File: config.mk
export PLATFORM = sky130hd
export DESIGN_NAME = tsm_fifo
export DESIGN_NICKNAME = d
export VERILOG_FILES = /design/src/hw/rtl/two_sphere_mesh_size_field_defines.svh /design/src/hw/rtl/tsm_pkg.sv /design/src/hw/rtl/tsm_fifo.sv
export SDC_FILE = /design/constraint.sdc
export NUM_CORES = 1
export LEC_CHECK = 0
export BUFFER_PORTS_ARGS = -buffer_cell sky130_fd_sc_hd__buf_2
export CAP_MARGIN = 10
export CORE_MARGIN = 2
export CORE_UTILIZATION = 50
export CTS_BUF_LIST = sky130_fd_sc_hd__clkbuf_8
export DETAILED_ROUTE_END_ITERATION = 8
export PLACE_DENSITY = 0.78
export SLEW_MARGIN = 20
export SYNTH_ARGS = -nofsm -noshare
export SYNTH_HDL_FRONTEND = slang
export SYNTH_SLANG_ARGS = --single-unit
export TNS_END_PERCENT = 50
File: constraint.sdc
create_clock -name aclk -period 9.82 [get_ports aclk]
set_clock_uncertainty 0.2 [all_clocks]
set_input_delay 0.982 -clock aclk [delete_from_list [all_inputs] [get_ports aclk]]
set_output_delay 0.982 -clock aclk [all_outputs]
set_load 0.02 [all_outputs]
File: src/hw/rtl/two_sphere_mesh_size_field_defines.svh
// ----------------------------------------------------------------------------
// Two-sphere mesh size field: assertion macros
// Shared concurrent checks, clocked on aclk and held off during reset.
// ----------------------------------------------------------------------------
`ifndef TWO_SPHERE_MESH_SIZE_FIELD_DEFINES_SVH
`define TWO_SPHERE_MESH_SIZE_FIELD_DEFINES_SVH

// same-cycle implication
`define TSM_ASSERT_IMP(label, ante, cons) \
    label: assert property (@(posedge aclk) disable iff (!aresetn) (ante) |-> (cons)) \
        else $error("tsm same-cycle check failed");

// next-cycle implication
`define TSM_ASSERT_NXT(label, ante, cons) \
    label: assert property (@(posedge aclk) disable iff (!aresetn) (ante) |=> (cons)) \
        else $error("tsm next-cycle check failed");

`endif

File: src/hw/rtl/tsm_pkg.sv
// ----------------------------------------------------------------------------
// tsm_pkg
// Widths, register indexes, reset values and shared types.
// ----------------------------------------------------------------------------
package tsm_pkg;

    localparam int FRAC_BITS_DEF = 24;
    localparam int FRAC_MIN      = 8;

    localparam int PT_W       = 32;
    localparam int SZ_W       = 31;
    localparam int BAND_W     = 27;
    localparam int CFG_IDX_W  = 3;
    localparam int CFG_DATA_W = 32;
    localparam int DIFF_W     = PT_W + 1;
    localparam int SQ_W       = 2 * DIFF_W;
    localparam int RAD_W      = SQ_W + 2;
    localparam int ROOT_W     = RAD_W / 2;
    localparam int DS_W       = SZ_W + BAND_W - FRAC_MIN;
    localparam int PROD_W     = 2 * SZ_W;
    localparam int FIFO_DEPTH = 4;

    localparam logic [CFG_IDX_W-1:0] REG_CX     = 3'd0;
    localparam logic [CFG_IDX_W-1:0] REG_CY     = 3'd1;
    localparam logic [CFG_IDX_W-1:0] REG_CZ     = 3'd2;
    localparam logic [CFG_IDX_W-1:0] REG_INNER  = 3'd3;
    localparam logic [CFG_IDX_W-1:0] REG_OUTER  = 3'd4;
    localparam logic [CFG_IDX_W-1:0] REG_FINE   = 3'd5;
    localparam logic [CFG_IDX_W-1:0] REG_COARSE = 3'd6;
    localparam logic [CFG_IDX_W-1:0] REG_BAND   = 3'd7;

    localparam logic [SZ_W-1:0]   RST_INNER  = 31'd4194304;
    localparam logic [SZ_W-1:0]   RST_OUTER  = 31'd16777216;
    localparam logic [SZ_W-1:0]   RST_FINE   = 31'd503316;
    localparam logic [SZ_W-1:0]   RST_COARSE = 31'd5033165;
    localparam logic [BAND_W-1:0] RST_BAND   = 27'd8388608;

    localparam logic [SZ_W-1:0] SZ_MAX = {SZ_W{1'b1}};

    // live configuration plus derived values
    typedef struct packed {
        logic signed [PT_W-1:0] cx;
        logic signed [PT_W-1:0] cy;
        logic signed [PT_W-1:0] cz;
        logic [SZ_W-1:0]        a;
        logic [SZ_W-1:0]        b;
        logic [SZ_W-1:0]        fine;
        logic [SZ_W-1:0]        coarse;
        logic [SZ_W-1:0]        inner;
        logic [DS_W-1:0]        ds;
    } tsm_cfg_t;

    // classified item: ramp from lo to hi over num, or hi as is
    typedef struct packed {
        logic              is_ramp;
        logic [ROOT_W-1:0] num;
        logic [SZ_W-1:0]   lo;
        logic [SZ_W-1:0]   hi;
    } tsm_item_t;

endpackage

File: src/hw/rtl/tsm_fifo.sv
// ----------------------------------------------------------------------------
// tsm_fifo
// Small register queue between front and back.
// ----------------------------------------------------------------------------
module tsm_fifo #(
    parameter int WIDTH = $bits(tsm_pkg::tsm_item_t),
    parameter int DEPTH = tsm_pkg::FIFO_DEPTH
) (
    input  logic             aclk,
    input  logic             aresetn,
    input  logic             push,
    input  logic [WIDTH-1:0] din,
    input  logic             pop,
    output logic [WIDTH-1:0] dout,
    output logic             full,
    output logic             empty
);
    import tsm_pkg::*;

    localparam int PTR_W = (DEPTH > 1) ? $clog2(DEPTH) : 1;
    localparam int CNT_W = $clog2(DEPTH + 1);

    logic [WIDTH-1:0] mem_reg [DEPTH];
    logic [PTR_W-1:0] wr_reg, rd_reg;
    logic [CNT_W-1:0] cnt_reg;

    assign full  = cnt_reg == CNT_W'(DEPTH);
    assign empty = cnt_reg == '0;
    assign dout  = mem_reg[rd_reg];

    always_ff @(posedge aclk) begin
        if (push) begin
            mem_reg[wr_reg] <= din;
        end
    end

    always_ff @(posedge aclk) begin
        if (!aresetn) begin
            wr_reg  <= '0;
            rd_reg  <= '0;
            cnt_reg <= '0;
        end else begin
            if (push) begin
                wr_reg <= (wr_reg == PTR_W'(DEPTH - 1)) ? '0 : wr_reg + 1'b1;
            end
            if (pop) begin
                rd_reg <= (rd_reg == PTR_W'(DEPTH - 1)) ? '0 : rd_reg + 1'b1;
            end
            if (push && !pop) begin
                cnt_reg <= cnt_reg + 1'b1;
            end else if (pop && !push) begin
                cnt_reg <= cnt_reg - 1'b1;
            end
        end
    end

endmodule

After elaboration in Yosys (flattened, before gate mapping)
Memory sizes are Yosys's and may differ from the RTL's. A register that Yosys moved wholly into a read port is not among the register bits.
Cells that the tools add are included.
Widths: inputs -> output; s select.
- reduce and logical (&&, ||, !) cells: 6
- add/subtract/negate cells: 4
- multiplexer cells: 8
- equal/unequal tests: 3
- operator list (kind ; number):
    $mux 2 ; 4
    $mux 3 ; 2
    $add 2x1->2 const B ; 2
    $eq 2x2->1 const B ; 2
    $add 3x1->3 const B ; 1
    $eq 3x3->1 const B ; 1
    $logic_not 3->1 ; 1
    $sub 3x1->3 const B ; 1
    $logic_and 1x1->1 ; 2
    $logic_not 1->1 ; 2
    $mux 1 ; 2
    $reduce_bool 2->1 ; 1
- RAM bits: 388
- memories: 1
- output and inout bits: 99
- logic and storage cells: 25
- input port bits: 101
- register bits: 7
- memory list (name ; depth ; bits a word ; read ports ; clocked after memory_dff ; write ports ; line ; RTL):
    mem_reg ; 4 ; 97 ; 1 ; 1 ; 1 ; tsm_fifo.sv:23 ; logic [WIDTH-1:0] mem_reg [DEPTH];

Longest topological paths before layout
- depth after elaboration: 4
- mapped depth: 7
- depth with buffers taken out: 7

Least setup slack after synthesis
OpenSTA, ideal clock, no wires.
- path type: input -> register
- from: in push
- to: mem mem_reg[0][0] (netlist bit), enable pin
- setup slack: 5.930 ns
- stages: 1
- arrival: 3.224 ns
- path buffers: 0
- data required time: 9.154 ns
- setup time: 0.466 ns
- cell sequence: and2_1
- word-level cells in the longest chain between the ends: 2
- RTL lines (what ; line ; RTL):
    start, declared ; tsm_fifo.sv:11 ; input logic push,
    $mux 1 ; tsm_fifo.sv:32 ; if (push) begin
    $mux 1 (implied by the code) ; tsm_fifo.sv:33 ; mem_reg[wr_reg] <= din;
    end, declared ; tsm_fifo.sv:23 ;
Every way passes these cells.

==> results by group <==
Die
  • Overall die area: a little over 30000 sq um
  • Io pins: 200
  • Row cnt: 62
  • Die width: 174 um
  • Core Footprint: 28500 sq um
  • Starting Density: approximately half
  • Die Ht: 174 um

Layout
  • Multi-input logic area: 2460 sq um
  • Filler Cells Inserted: 2083
  • Fin nets: roughly 910
  • Share of cells above drive strength 1: a little under half
  • FF/Latch Area: about 12000 sq um
  • Max reg flops: 388
  • Area grow syn2layout: 17.3%
  • Non-Filler Instances: between 1000 and 1500

STA
  • Slew @ Worst Pin: 1.00 ns
  • RSZ-0062 raised after global routing: false
  • Relative slew slack: roughly a third
  • Hold Violations, Final: 0
  • Fmax: 0.248 GHz
  • Final min period: 4.03 ns
  • Setup TNS: 0 ns
  • WHS: 0.316 ns
  • Final setup viols: 0
  • Crit share post-route: between 40% and 50%
  • Count of final max-slew check failures: 0

Power
  • NetSw: 0.810 mW
  • Sequential Power Share: 56.0%
  • Total Power: 3.52 mW
  • PD cells: 208 nW/um^2
  • Leak pwr: 5.76 nW
  • Switching share of power: between 20% and 30%
  • VDD IR max: 0.142 mV
  • Comb power frac: 9.6%
  • Clock power share: 34.4%
  • Internal Pwr Total: 2.71 mW

Clocking
  • Postcts setup bufs: 0
  • CTS tree: built
  • Total clock sinks: about 400
  • CTS Buf Count: 60
  • Clock transition at path regs: ~0.06 ns
  • Post_cts resized: 0
  • Hold-fix buffers, CTS: 0
  • H-tree depth: 2
  • Clock root cell: clkbuf_8
  • Worst-Skew Late Latency: between 0.5 and 0.6 ns
  • Clk buf depth: 3

Detailed routing
  • WL per Instance: a little over 20 um
  • DRT met1 WL: approximately 11000 um
  • Initial DRC count: 531
  • Met3 WL post-DR: between 1500 and 2000 um
  • Metal2 WL: 12700 um
  • ANT nets after route: 0
  • Top sig layer: met4
  • Pre-Repair DR Iteration Count: 7
  • Via/cell ratio: 5.28
  • Post-route DRC: 0
  • Total wire length: 25600 um
  • Via count: 6504

Synthesis
  • Syn Inst Count: 551
  • Leading area contributor after synthesis: edfxtp_1
  • Synth top area cells: edfxtp_1 (81%), mux4_2 (15%), dfxtp_1 (1.2%)
  • Post-synthesis cell area: 14400 sq um
  • Yosys warnings: 0
  • Synth Net Count: 659
  • Syn avg cell area: 26.2 sq um
  • Netlist cell types: 22
  • #FFs+latches synth: 397
  • Top-area cell type share of the netlist area: about 80%
  • Part of the Yosys area used for sequential elements: 81.9%

Setup path
  • CP peak stage delay: between 0.7 and 0.8 ns
  • WP buf/inv: 2
  • Critical path peak fanout: 35
  • Worst R2R End: mem_reg[3][54]
  • Req. time, crit path: 8.64 ns
  • Crit path kind: flip-flop to output pin
  • RR Startpoint: wr_reg[0]
  • Max stage delay cell, worst path: dfxtp_4
  • Crit start category: flip-flop
  • Worst path depth: 3
  • CP Capture Point: dout[23]
  • WP data arrival: 2.85 ns
  • Setup slack, reg-to-reg: 7.25 ns
  • Crit end category: output pin
  • Crit path cell chain: buf_4, mux4_2, buf_2
  • R2r worst-path depth: 3
  • Largest delay share family, worst path: buffers and inverters

Global routing
  • Vias in the first global route: 7123
  • Total global-route track usage: 17.2%
  • First-pass GRT wire length: 39800 um
  • Gr ovfl total: 0
  • Largest net degree at the start of global routing: 68
  • Antenna violations before repair: 3

Place
  • Buffers on Ports: 199
  • Hpwl dp: 14900 um
  • Placed Cells incl. Taps: 1119
  • RD Place Congestion: 0.758

Run status
  • Status: completed

Worst hold path
  • Hold Path Depth: 2
  • Hold/Removal Path Class: flip-flop to flip-flop

Run
  • Max-Cap Viols: 0
through the flow:
step	setup WS, ns	util [%]	cell area (sq um)
after floorplan	5.93	-	14400
after global placement	6.26	55.5	15800
after detailed placement	6.27	55.5	15800
after CTS	5.62	59.3	16900
after global routing	5.52	59.3	16900
final	5.79	59.4	16900
worst min path at each step:
stage                             to  slack, ns        from
after global placement    cnt_reg[2]       0.29  cnt_reg[2]
after detailed placement  cnt_reg[2]       0.30  cnt_reg[2]
after CTS                 cnt_reg[2]       0.31  cnt_reg[2]
final                     cnt_reg[2]       0.32  cnt_reg[2]
after global routing      cnt_reg[2]       0.36  cnt_reg[2]
after floorplan           cnt_reg[2]       0.27  cnt_reg[2]
power groups by stage:
stage,combinational (mW),sequential (mW),clock (mW)
global placement,0.339,2.00,0
global route,0.364,1.98,1.32
floorplan,0.227,2.00,0
detailed placement,0.344,2.01,0
finish,0.339,1.97,1.21
CTS,0.346,1.97,1.25
worst reg2reg max path, cell delays in order, from the launching register on:
cell,delay [ns]
dfxtp_1,0.41
ha_1,0.19
and2_4,0.51
buf_4,0.83
routing by layer:
metal / GRT usage (%) / vias up
li1: - / 2887
met1: 23.5 / 3363
met2: 27.8 / 225
met3: 4.44 / 29
met4: 5.25 / 0
met5: 0 / -
placed cells by master, fill, tap and decap left out, drive strengths merged:
cell type / count
nor3b: 1
clkbuf: 61
nor2b: 5
dfxtp: 9
nor3: 2
bufinv: 2
diode: 4
inv: 23
xnor2: 1
fa: 1
buf: 206
xor2: 1
ha: 6
a21boi: 1
nor2: 1
and2: 5
edfxtp: 388
clkinv: 25
clkinvlp: 2
mux2i: 4
mux4: 97
o21a: 1
o21ai: 1
or3: 1
synthesized netlist by cell type:
cell / number
buf_8: 4
xor2_1: 1
nor3b_1: 1
buf_2: 11
fa_1: 1
and2_1: 5
nor2_1: 1
o21ai_0: 1
o21a_1: 1
inv_1: 4
a21boi_0: 1
nor2b_1: 5
nor3_1: 2
or3_1: 1
buf_6: 1
ha_1: 6
clkbuf_1: 6
dfxtp_1: 9
edfxtp_1: 388
xnor2_1: 1
mux2i_1: 4
mux4_2: 97
cell type report:
class,instances,area share (%)
clock inverters,48,1.51
flip-flops and latches,397,69.9
well taps,384,2.84
clock buffers,61,4.95
inverters,4,0.0886
repair buffers,206,6.19
diodes,4,0.0591
multi-input cells,128,14.5
cells by family after synthesis:
| logic type | after synthesis | synth area share [%] |
|---|---|---|
| AO/OA/AOI/OAI | 3 | 0.139 |
| XOR/XNOR | 2 | 0.121 |
| adder cells (fa/ha/maj) | 7 | 0.658 |
| buffers and inverters | 26 | 1.13 |
| flip-flops | 397 | 81.9 |
| multiplexers | 101 | 15.4 |
| AND/OR/NAND/NOR | 15 | 0.624 |
Note: power is estimated with default switching activity, not from simulation.
